<file path="src/design/b64d_pkg.sv">
package b64d_pkg;

  // Result status codes.
  typedef enum logic [1:0] {
    ST_OK      = 2'd0,
    ST_INVALID = 2'd1,
    ST_LENGTH  = 2'd2
  } status_t;

  // One decoded quad, or a length error, on its way to the output side.
  typedef struct packed {
    logic [23:0] triple;
    logic [1:0]  count;
    logic        last;
    status_t     status;
  } job_t;

  localparam logic [7:0] CHAR_PAD   = 8'h3D;
  localparam logic [7:0] CHAR_PLUS  = 8'h2B;
  localparam logic [7:0] CHAR_SLASH = 8'h2F;
  localparam logic [5:0] OFS_LOWER  = 6'd26;
  localparam logic [5:0] OFS_DIGIT  = 6'd52;
  localparam logic [5:0] VAL_PLUS   = 6'd62;
  localparam logic [5:0] VAL_SLASH  = 6'd63;

  // Maps one character to {valid, sextet}; the padding character is not
  // valid here and is handled by the caller.
  function automatic logic [6:0] map_sextet(input logic [7:0] ch);
    logic [7:0] diff;
    logic [6:0] res;
    diff = 8'h00;
    res  = 7'h00;
    case (ch) inside
      [8'h41:8'h5A]: begin
        diff = ch - 8'h41;
        res  = {1'b1, diff[5:0]};
      end
      [8'h61:8'h7A]: begin
        diff = ch - 8'h61;
        res  = {1'b1, diff[5:0] + OFS_LOWER};
      end
      [8'h30:8'h39]: begin
        diff = ch - 8'h30;
        res  = {1'b1, diff[5:0] + OFS_DIGIT};
      end
      CHAR_PLUS:  res = {1'b1, VAL_PLUS};
      CHAR_SLASH: res = {1'b1, VAL_SLASH};
      default:    res = 7'h00;
    endcase
    return res;
  endfunction

endpackage

</file>
<file path="src/design/b64d_front.sv">
module b64d_front (
  input  logic           clk,
  input  logic           rst_n,
  input  logic           in_valid,
  output logic           in_ready,
  input  logic [7:0]     char_in,
  input  logic           is_last,
  output logic           push,
  output b64d_pkg::job_t push_job,
  input  logic           queue_full
);
  import b64d_pkg::*;

  logic [1:0]  qpos_r, qpos_nxt;
  logic [17:0] acc_r, acc_nxt;
  logic        inv_r, inv_nxt;
  logic        prev_pad_r, prev_pad_nxt;

  logic        accept;
  logic        pad;
  logic [6:0]  mapped;
  logic        cur_invalid;
  logic [5:0]  sextet;

  assign in_ready = !queue_full;
  assign accept   = in_valid && in_ready;

  // Classify the incoming character.
  always_comb begin
    pad         = (char_in == CHAR_PAD);
    mapped      = map_sextet(char_in);
    cur_invalid = !pad && !mapped[6];
    sextet      = mapped[6] ? mapped[5:0] : 6'd0;
  end

  // Quad assembly and job generation.
  always_comb begin
    qpos_nxt        = qpos_r;
    acc_nxt         = acc_r;
    inv_nxt         = inv_r;
    prev_pad_nxt    = prev_pad_r;
    push            = 1'b0;
    push_job.triple = {acc_r, sextet};
    push_job.count  = 2'd3;
    push_job.last   = is_last;
    push_job.status = (inv_r || cur_invalid) ? ST_INVALID : ST_OK;
    if (qpos_r != 2'd3) begin
      // A quad that stops short on the final character is a length error.
      push_job.triple = 24'h000000;
      push_job.count  = 2'd1;
      push_job.status = ST_LENGTH;
    end else if (is_last && pad) begin
      push_job.count = prev_pad_r ? 2'd1 : 2'd2;
    end
    if (accept) begin
      inv_nxt      = inv_r || cur_invalid;
      prev_pad_nxt = pad;
      if (qpos_r != 2'd3) begin
        acc_nxt  = {acc_r[11:0], sextet};
        qpos_nxt = qpos_r + 2'd1;
        push     = is_last;
      end else begin
        acc_nxt  = 18'h00000;
        qpos_nxt = 2'd0;
        push     = 1'b1;
      end
      if (is_last) begin
        qpos_nxt     = 2'd0;
        acc_nxt      = 18'h00000;
        inv_nxt      = 1'b0;
        prev_pad_nxt = 1'b0;
      end
    end
  end

  always_ff @(posedge clk) begin
    if (!rst_n) begin
      qpos_r     <= 2'd0;
      acc_r      <= 18'h00000;
      inv_r      <= 1'b0;
      prev_pad_r <= 1'b0;
    end else begin
      qpos_r     <= qpos_nxt;
      acc_r      <= acc_nxt;
      inv_r      <= inv_nxt;
      prev_pad_r <= prev_pad_nxt;
    end
  end

endmodule

</file>
<file path="src/design/b64d_queue.sv">
module b64d_queue #(
  parameter int DEPTH = 2
) (
  input  logic           clk,
  input  logic           rst_n,
  input  logic           push,
  input  b64d_pkg::job_t push_job,
  output logic           full,
  input  logic           pop,
  output logic           empty,
  output b64d_pkg::job_t pop_job
);
  import b64d_pkg::*;

  localparam int AW = $clog2(DEPTH);
  localparam int CW = $clog2(DEPTH + 1);

  job_t          slots_r [DEPTH];
  logic [AW-1:0] wr_ptr_r, wr_ptr_nxt;
  logic [AW-1:0] rd_ptr_r, rd_ptr_nxt;
  logic [CW-1:0] count_r, count_nxt;

  assign full    = (count_r == CW'(DEPTH));
  assign empty   = (count_r == '0);
  assign pop_job = slots_r[rd_ptr_r];

  // Pointer and fill-level update.
  always_comb begin
    wr_ptr_nxt = wr_ptr_r;
    rd_ptr_nxt = rd_ptr_r;
    count_nxt  = count_r;
    if (push) begin
      wr_ptr_nxt = (wr_ptr_r == AW'(DEPTH - 1)) ? '0 : wr_ptr_r + 1'b1;
    end
    if (pop) begin
      rd_ptr_nxt = (rd_ptr_r == AW'(DEPTH - 1)) ? '0 : rd_ptr_r + 1'b1;
    end
    if (push && !pop) begin
      count_nxt = count_r + 1'b1;
    end else if (pop && !push) begin
      count_nxt = count_r - 1'b1;
    end
  end

  always_ff @(posedge clk) begin
    if (!rst_n) begin
      wr_ptr_r <= '0;
      rd_ptr_r <= '0;
      count_r  <= '0;
    end else begin
      wr_ptr_r <= wr_ptr_nxt;
      rd_ptr_r <= rd_ptr_nxt;
      count_r  <= count_nxt;
    end
  end

  // Job storage.
  always_ff @(posedge clk) begin
    if (push) begin
      slots_r[wr_ptr_r] <= push_job;
    end
  end

`ifndef SYNTHESIS
  a_no_overflow: assert property (@(posedge clk) disable iff (!rst_n)
    !(push && full)) else $error("job queue written while full");
  a_no_underflow: assert property (@(posedge clk) disable iff (!rst_n)
    !(pop && empty)) else $error("job queue read while empty");
  a_count_bound: assert property (@(posedge clk) disable iff (!rst_n)
    count_r <= CW'(DEPTH)) else $error("job queue fill level out of range");
`endif

endmodule

</file>
<file path="src/design/b64d_back.sv">
module b64d_back (
  input  logic           clk,
  input  logic           rst_n,
  input  logic           queue_empty,
  input  b64d_pkg::job_t queue_job,
  output logic           pop,
  output logic           out_valid,
  input  logic           out_ready,
  output logic [7:0]     data_byte,
  output logic           last_of_run,
  output logic [1:0]     status
);
  import b64d_pkg::*;

  job_t       cur_r, cur_nxt;
  logic       valid_r, valid_nxt;
  logic [1:0] idx_r, idx_nxt;
  logic       final_byte;
  logic       done;
  logic [7:0] sel_byte;

  assign final_byte = (idx_r == cur_r.count - 2'd1);
  assign done       = valid_r && out_ready && final_byte;
  assign pop        = !queue_empty && (!valid_r || done);

  // Byte selection, most significant first; errors force zero data.
  always_comb begin
    case (idx_r)
      2'd0:    sel_byte = cur_r.triple[23:16];
      2'd1:    sel_byte = cur_r.triple[15:8];
      2'd2:    sel_byte = cur_r.triple[7:0];
      default: sel_byte = 8'h00;
    endcase
    out_valid   = valid_r;
    data_byte   = (cur_r.status == ST_OK) ? sel_byte : 8'h00;
    last_of_run = cur_r.last && final_byte;
    status      = cur_r.status;
  end

  // Step through the bytes of the current job, reloading without a gap.
  always_comb begin
    cur_nxt   = cur_r;
    valid_nxt = valid_r;
    idx_nxt   = idx_r;
    if (valid_r && out_ready && !final_byte) begin
      idx_nxt = idx_r + 2'd1;
    end
    if (done) begin
      valid_nxt = 1'b0;
    end
    if (pop) begin
      cur_nxt   = queue_job;
      valid_nxt = 1'b1;
      idx_nxt   = 2'd0;
    end
  end

  always_ff @(posedge clk) begin
    if (!rst_n) begin
      valid_r <= 1'b0;
      idx_r   <= 2'd0;
    end else begin
      valid_r <= valid_nxt;
      idx_r   <= idx_nxt;
    end
  end

  always_ff @(posedge clk) begin
    cur_r <= cur_nxt;
  end

`ifndef SYNTHESIS
  a_idx_in_range: assert property (@(posedge clk) disable iff (!rst_n)
    valid_r |-> (cur_r.count != 2'd0 && idx_r < cur_r.count))
    else $error("byte index beyond the job's byte count");
  a_error_zero: assert property (@(posedge clk) disable iff (!rst_n)
    (out_valid && status != ST_OK) |-> data_byte == 8'h00)
    else $error("data byte not zero on an error result");
  a_length_single: assert property (@(posedge clk) disable iff (!rst_n)
    (valid_r && cur_r.status == ST_LENGTH) |-> (cur_r.count == 2'd1 && cur_r.last))
    else $error("length error job is not a single final result");
`endif

endmodule

</file>
<file path="src/design/base64_stream_decoder_core.sv">
// Streaming Base64 decoder, standard alphabet.
// Input channel in_*: one character per transaction, in_tdata[7:0] holds the
// character and in_tlast marks the final character of a message.
// Output channel out_*: one decoded byte per transaction in out_tdata[7:0],
// out_tlast on the final result of a message and out_tuser holding the status
// (0 ok, 1 invalid character seen, 2 length not a multiple of four). Bytes are
// zero whenever the status is not ok.
// Throughput: one character per cycle sustained while the queue has room; a
// complete quad yields up to three bytes, which the output side sends at one
// per cycle while out_tready is high. The first byte of a quad passes from the
// quad assembler through the job queue into the byte sequencer's output
// register before it appears.
// Reset clears the quad state, empties the queue and drops the output valid
// flag; no message is in progress afterwards.
// When the receiver stalls, the output holds its byte; the queue absorbs
// QUEUE_DEPTH decoded quads before in_tready falls.
module base64_stream_decoder_core #(
  parameter int QUEUE_DEPTH = 2
) (
  input  logic       clk,
  input  logic       rst_n,
  input  logic       in_tvalid,
  output logic       in_tready,
  input  logic [7:0] in_tdata,   // [7:0] char_in
  input  logic       in_tlast,
  output logic       out_tvalid,
  input  logic       out_tready,
  output logic [7:0] out_tdata,  // [7:0] data_byte
  output logic       out_tlast,
  output logic [1:0] out_tuser   // [1:0] status
);
  import b64d_pkg::*;

  logic push;
  logic pop;
  logic full;
  logic empty;
  job_t push_job;
  job_t pop_job;

  // Character classification and quad assembly.
  b64d_front u_front (
    .clk        (clk),
    .rst_n      (rst_n),
    .in_valid   (in_tvalid),
    .in_ready   (in_tready),
    .char_in    (in_tdata),
    .is_last    (in_tlast),
    .push       (push),
    .push_job   (push_job),
    .queue_full (full)
  );

  // Decoded quads waiting for the output side.
  b64d_queue #(
    .DEPTH (QUEUE_DEPTH)
  ) u_queue (
    .clk      (clk),
    .rst_n    (rst_n),
    .push     (push),
    .push_job (push_job),
    .full     (full),
    .pop      (pop),
    .empty    (empty),
    .pop_job  (pop_job)
  );

  // Byte sequencer driving the output channel.
  b64d_back u_back (
    .clk         (clk),
    .rst_n       (rst_n),
    .queue_empty (empty),
    .queue_job   (pop_job),
    .pop         (pop),
    .out_valid   (out_tvalid),
    .out_ready   (out_tready),
    .data_byte   (out_tdata),
    .last_of_run (out_tlast),
    .status      (out_tuser)
  );

endmodule
</file>
<file path="config.mk">
export PLATFORM = sky130hd
export DESIGN_NAME = base64_stream_decoder_core
export DESIGN_NICKNAME = d
export VERILOG_FILES = /design/src/design/b64d_pkg.sv /design/src/design/b64d_front.sv /design/src/design/b64d_queue.sv /design/src/design/b64d_back.sv /design/src/design/base64_stream_decoder_core.sv
export SDC_FILE = /design/constraint.sdc
export NUM_CORES = 1
export LEC_CHECK = 0
export ABC_AREA = 1
export BUFFER_PORTS_ARGS = -buffer_cell sky130_fd_sc_hd__buf_2
export CORE_ASPECT_RATIO = 0.75
export CORE_MARGIN = 8
export CORE_UTILIZATION = 35
export DETAILED_ROUTE_END_ITERATION = 7
export HOLD_SLACK_MARGIN = 0.1
export PLACE_DENSITY = 0.55
export RECOVER_POWER = 100
export SLEW_MARGIN = 25
export SYNTH_ARGS = -nofsm -noshare
export SYNTH_HDL_FRONTEND = slang
export SYNTH_SLANG_ARGS = --single-unit
export TNS_END_PERCENT = 20
</file>
<file path="constraint.sdc">
create_clock -name clk -period 3.35 [get_ports clk]
set_input_delay 0.335 -clock clk [delete_from_list [all_inputs] [get_ports clk]]
set_output_delay 0.335 -clock clk [all_outputs]
set_load 0.05 [all_outputs]
</file>
; Word level (Yosys, flattened, before mapping)
; Memories as Yosys holds them, arrays and structs flattened. A register that Yosys moved wholly into a read port is not among the register bits.
; Cells that the tools add are included.
[totals]
register_bits = 29
latch_bits = 0
mem_bits_rw = 58
rom_bits = 0
inputBits = 13
out_inout_bits = 13
n_memories = 1
[mem_list]
columns = memory, words, word_bits, rd, rd_ports_with_merged_regs, wr, line_no
row1 = u_queue.slots_r, 2, 29, 1, 1, 1, b64d_queue.sv:18  ; job_t slots_r [DEPTH];
[classes]
add_sub_neg = 12
n_mul = 0
div = 0
magnitude_cmp = 6
n_eq_ne = 8
n_shift = 0
muxes = 30
bitwise = 1
reduce_logical = 29
[ops]
columns = op, count
row1 = 2-to-1 mux 18 bit, 2
row2 = 2-to-1 mux 7 bit, 5
row3 = == test 8 x 6 -> 1 bit (second input constant), 3
row4 = 2-to-1 mux 24 bit, 1
row5 = one-hot mux 8 bit (3 select lines), 1
row6 = >= comparator 8 x 7 -> 1 bit (second input constant), 2
row7 = <= comparator 8 x 7 -> 1 bit (second input constant), 2
row8 = 2-to-1 mux 2 bit, 8
row9 = logical AND 1 bit, 13
row10 = subtractor 6 bit (second input constant), 2
row11 = 2-to-1 mux 1 bit, 11
row12 = >= comparator 8 x 6 -> 1 bit (second input constant), 1
row13 = <= comparator 8 x 6 -> 1 bit (second input constant), 1
row14 = zero test 1 bit, 8
row15 = 2-to-1 mux 8 bit, 1
row16 = adder 2 x 1 -> 2 bit (second input constant), 3
row17 = adder 6 x 5 -> 6 bit (second input constant), 1
row18 = adder 6 bit (second input constant), 1
row19 = zero test 2 bit, 3
row20 = 2-to-1 mux 6 bit, 1
row21 = subtractor 6 x 1 -> 6 bit (second input constant), 1
row22 = == test 2 bit (second input constant), 2
row23 = nonzero test 2 bit, 2
row24 = subtractor 2 x 1 -> 2 bit (second input constant), 2
row25 = 7 further kinds, 9

; Longest topological paths before layout
[logic_depth]
depth_word = 11
mapped_depth = 14
ltp_nobuf = 14

; Modules after synthesis
; A second synthesis with hierarchy kept.
[unflattened]
hier_cells = 536
hier_area_um2 = 5557.8
[modules_own_cells]
columns = module, instances, cells_each, area_each_um2
row1 = b64d_queue, 1, 125, 2361.0
row2 = b64d_front, 1, 287, 1824.2
row3 = b64d_back, 1, 124, 1372.6

; Least setup slack after synthesis
; No wires, ideal clock.
[synth_path]
path_kind = flip-flop to flip-flop
start = reg u_queue.count_r[0]
end = mem u_queue.slots_r[1][0] in the netlist's numbering (enable)
setup_ns = 0.416
t_arrival_ns = 2.467
slack_ns = 0.466
path_stages_with_launch = 7
path_buffers = 0
synth_period_minus_slack_ns = 2.884
path_cell_list = dfxtp_1 > inv_1 > nand2_1 > nand2_2 > a21oi_1 > inv_1 > nor2_1
[synth_via]
elab_chain_len = 6
[synth_lines]
columns = item, line_no
row1 = from (decl), b64d_queue.sv:21  ; logic [CW-1:0] count_r, count_nxt;
row2 = from (signal assigned), b64d_queue.sv:53  ; count_r <= count_nxt;
row3 = == test 2 bit, b64d_queue.sv:23  ; assign full = (count_r == CW'(DEPTH));
row4 = zero test 1 bit, b64d_front.sv:25  ; assign in_ready = !queue_full;
row5 = named net in_tready, base64_stream_decoder_core.sv:23  ; output logic in_tready,
row6 = logical AND 1 bit, b64d_front.sv:26  ; assign accept = in_valid && in_ready;
row7 = 2-to-1 mux 1 bit, b64d_front.sv:55  ; if (accept) begin
row8 = named net push, base64_stream_decoder_core.sv:34  ; logic push;
row9 = 2-to-1 mux 1 bit, b64d_queue.sv:59  ; if (push) begin
row10 = 2-to-1 mux 1 bit (implied by the code), b64d_queue.sv:60  ; slots_r[wr_ptr_r] <= push_job;
row11 = to (decl), b64d_queue.sv:18
; The timed path passes the listed nets, and every way through them passes these cells.

; Worst setup path in the final report
[layout_path]
start = reg u_front.qpos_r[0]
end = mem u_queue.slots_r[0][25] in the netlist's numbering (enable)
[layout_via]
elab_chain_len = 5
[layout_lines]
columns = item, line_no
row1 = from (decl), b64d_front.sv:14  ; logic [1:0] qpos_r, qpos_nxt;
row2 = from (signal assigned), b64d_front.sv:83  ; qpos_r <= qpos_nxt;
row3 = != test 2 bit, b64d_front.sv:58  ; if (qpos_r != 2'd3) begin
row4 = 2-to-1 mux 1 bit, b64d_front.sv:58
row5 = 2-to-1 mux 1 bit, b64d_front.sv:55
row6 = named net push, base64_stream_decoder_core.sv:34
row7 = 2-to-1 mux 1 bit, b64d_queue.sv:59
row8 = 2-to-1 mux 1 bit (implied by the code), b64d_queue.sv:60
; The timed path passes the listed nets, and every way through them passes these cells.

==> implementation parameters <==
Parameter                              Value

Route
  Final antenna-violating net count    0
  Detailed-routing iteration count for the pre-antenna-repair pass    5
  Via density per instance    4.36
  Routed vias    3589
  Total wire length after detailed routing    10100 um
  Iteration-0 DRC Markers    334
  Routed wire per std cell    12.3 um
  Post-detailed-route DRC marker count    0

Setup path
  Launching point of the worst reg2reg path    u_front.qpos_r[0]$_SDFFE_PN0P_
  Data arrival time of the critical path    2.71 ns
  Critical path launch point type    flop
  Critical path endpoint category    flop
  Worst R2R End    u_queue.slots_r[0][25]$_DFFE_PP_
  Register-to-register setup slack    0.66 ns
  Depth of the most critical reg-to-reg path    7
  Maximum fanout count along the critical path    29
  Path type of the worst setup path    reg2reg
  WP data required    3.37 ns

Cells and area
  Area taken by flip-flops and latches    3190 um^2
  Count of non-filler cells in the finished layout    824
  Number of nets in the final layout    634
  Layout filler cell count    1522
  Post-route design area    6120 um^2
  Multi-input logic area    1800 um^2
  Antenna diode instance count    0
  Area added between synthesis and finish    15.0%
  Ratio of cells with drive above 1 in the final layout    9.53%

CTS
  Number of buffers created by CTS    17
  Sink Count    116
  Post-CTS Setup Inserts    0
  Clock latency reported for the late side of the worst-skew pair    0.40 ns
  Gates resized, CTS repair    0
  Number of buffers on the longest clock path    2
  Register clock-pin slew on the reported worst setup and hold paths    0.05 ns
  Clock tree from TritonCTS    built
  Root buf cell    sky130_fd_sc_hd__clkbuf_16
  Count of H-tree levels built during CTS    4
  Number of hold buffers added after CTS    0

Timing
  Final cycle utilization of the critical path    80.2%
  Number of max-slew violations in the final report    0
  Tightest hold margin    0.260 ns
  Final Hold Violating Endpoints    0
  Unrepaired setup endpoints after global routing    false
  Clock period minus final worst setup slack    2.69 ns
  Final worst slack    0.664 ns
  Slew at the pin closest to its max-slew limit    1.13 ns
  Post-Route Skew    0.00718 ns
  Number of endpoints failing setup at the final stage    0
  Maximum frequency from static timing analysis    372 MHz
  Worst slew margin    24.3%
  TNS Setup    0 ns

Global route
  Number of antenna violations at the first check in global routing    0
  Leftover overflow at the end of global routing    0
  First-pass GRT wire length    17100 um
  Tot GR Track Use    11.3%
  Vias in the first global route    3433
  Pin count of the biggest net entering global routing    32

Floorplanning
  Top Ports    26
  Starting density of the core    35.4%
  Placement Rows    39
  Std-Cell Core Area    15000 um^2
  Vertical die dimension    123 um
  Width of the die    158 um
  Die area    19500 um^2

Pwr
  Leakage power figure    2.63 nW
  Cell area power density    742 nW/um^2
  Max VDD drop    0.000235 V

Logic synthesis
  Count of state elements after synthesis    116
  Cells after Synth    579
  Yosys warns    0
  Post-synthesis cell type count    29
  Mapped cell area    5320 um^2
  Net count of the mapped netlist    607
  Synthesized area divided by synthesized cell count    9.19 um^2
  Sequential-to-total area share from yosys stat    60.0%

Worst hold path
  Startpoint of the worst hold path    rst_n
  Hold crit path type    in2reg
  Min-Delay Path Depth    3
  Hold worst-path end    u_back.out_valid$_SDFFE_PN0P_

Placement
  Placement Setup Slack    0.895 ns
  Quantity of I/O buffers inserted on ports    25
  Placed cells    792
  Post-detailed-placement half-perimeter wirelength    7360 um
  Routability Congestion    0.847
  Instance area at placement    5640 um^2

Run status
  Result of the run    complete, no violations

Run
  Max-cap check violation count    0
-- logic make-up (layout without fill, tap and decap cells) --
kind of cell | count (synthesis) | after routing | share of synthesized area (%)
AO/OA/AOI/OAI | 40 | 40 | 3.92
XOR/XNOR | 11 | 11 | 1.81
adder cells (fa/ha/maj) | 15 | 15 | 3.53
buffers and inverters | 79 | 119 | 5.99
flip-flops | 116 | 116 | 60.0
AND/OR/NAND/NOR | 318 | 318 | 24.8
-- per-stage QoR --
stage | power (mW) | util, %
4_1_cts | 4.63 | 41.0
5_1_grt | 4.82 | 40.7
3_3_place_gp | 3.07 | 37.5
6_report | 4.54 | 40.7
3_5_place_dp | 3.08 | 37.5
2_1_floorplan | 2.81 | -
-- cell usage after synthesis --
cell,n,area (um^2)
sky130_fd_sc_hd__dfxtp_1,29,581
sky130_fd_sc_hd__o21ai_0,7,35.0
sky130_fd_sc_hd__nor2_4,1,11.3
sky130_fd_sc_hd__o21ai_1,2,10.0
sky130_fd_sc_hd__xnor2_1,3,26.3
sky130_fd_sc_hd__nor3_1,1,5.00
sky130_fd_sc_hd__clkbuf_1,12,45.0
sky130_fd_sc_hd__xor2_1,8,70.1
sky130_fd_sc_hd__buf_6,1,11.3
sky130_fd_sc_hd__nand3b_1,3,22.5
sky130_fd_sc_hd__buf_1,3,11.3
sky130_fd_sc_hd__nand2_4,4,45.0
sky130_fd_sc_hd__o211a_1,1,10.0
sky130_fd_sc_hd__clkinv_2,1,5.00
sky130_fd_sc_hd__ha_1,15,188
sky130_fd_sc_hd__edfxtp_1,87,2610
sky130_fd_sc_hd__nor2_1,29,109
sky130_fd_sc_hd__inv_1,53,199
sky130_fd_sc_hd__nor2_2,1,6.26
sky130_fd_sc_hd__buf_4,3,22.5
sky130_fd_sc_hd__o21ai_2,1,8.76
sky130_fd_sc_hd__nand2_1,237,890
sky130_fd_sc_hd__nand3_1,34,170
sky130_fd_sc_hd__buf_2,2,10.0
sky130_fd_sc_hd__nand2_2,5,31.3
sky130_fd_sc_hd__a21oi_1,29,145
sky130_fd_sc_hd__nand4_1,2,12.5
sky130_fd_sc_hd__nor3_4,1,16.3
sky130_fd_sc_hd__inv_2,4,15.0
-- cell type report --
cell class	instances	area share [%]
Multi-Input combinational cell	384	29.4
Timing Repair Buffer	29	2.11
Tap cell	205	4.19
Sequential cell	116	52.2
Clock inverter	10	0.961
Clock buffer	22	7.58
Inverter	58	3.58
-- layout by cell type, fill, tap and decap left out, drive strengths merged --
cell	count
a21oi	29
buf	12
clkbuf	39
clkinv	7
clkinvlp	4
dfxtp	29
edfxtp	87
ha	15
inv	57
nand2	246
nand3	34
nand3b	3
nand4	2
nor2	31
nor3	2
o211a	1
o21ai	10
xnor2	3
xor2	8
-- per-layer routing --
metal | vias up | track usage [%] | wire [um]
met2 | 63 | 16.3 | 4130
met1 | 1599 | 15.9 | 5390
met5 | - | 0 | 0
met3 | 12 | 2.96 | 456
li1 | 1915 | - | -
met4 | 0 | 4.41 | 122
-- how the worst max path moves through the flow --
stage	start	end	slack, ns	cells past startpoint
3_3_place_gp	u_front.qpos_r[0]$_SDFFE_PN0P_	u_queue.slots_r[1][28]$_DFFE_PP_	0.94	7
5_1_grt	u_front.qpos_r[0]$_SDFFE_PN0P_	u_queue.slots_r[0][11]$_DFFE_PP_	0.32	7
4_1_cts	u_back.idx_r[1]$_SDFFE_PP0P_	out_tdata[2]	0.84	5
3_5_place_dp	u_front.qpos_r[0]$_SDFFE_PN0P_	u_queue.slots_r[1][28]$_DFFE_PP_	0.89	7
6_report	u_front.qpos_r[0]$_SDFFE_PN0P_	u_queue.slots_r[0][25]$_DFFE_PP_	0.66	7
2_1_floorplan	u_queue.count_r[0]$_SDFFE_PN0P_	u_queue.slots_r[1][0]$_DFFE_PP_	0.47	6
-- worst max-delay path, cell delays in order, from the launching register on --
cell and delay, ns:
sky130_fd_sc_hd__dfxtp_1 0.36, sky130_fd_sc_hd__ha_1 0.56, sky130_fd_sc_hd__inv_1 0.08, sky130_fd_sc_hd__clkbuf_1 0.24
sky130_fd_sc_hd__a21oi_1 0.28, sky130_fd_sc_hd__inv_1 0.11, sky130_fd_sc_hd__nor2_2 0.08, sky130_fd_sc_hd__clkbuf_2 0.59
-- where the power goes --
group          internal, mW  total [mW]  switching, mW
clock network         0.970        1.54          0.570
registers              1.90        2.02          0.122
logic                 0.233       0.985          0.752
-- flip-flops by register name, indices dropped and copies added, names as in the netlist --
name	cells
u_queue.wr_ptr_r	1
u_queue.slots_r	58
u_back.cur_r	27
u_queue.count_r	2
u_front.prev_pad_r	1
u_front.qpos_r	2
u_back.status	2
u_queue.rd_ptr_r	1
u_back.idx_r	2
u_front.acc_r	18
u_back.out_valid	1
u_front.inv_r	1
(Power assumes the default switching activity.)
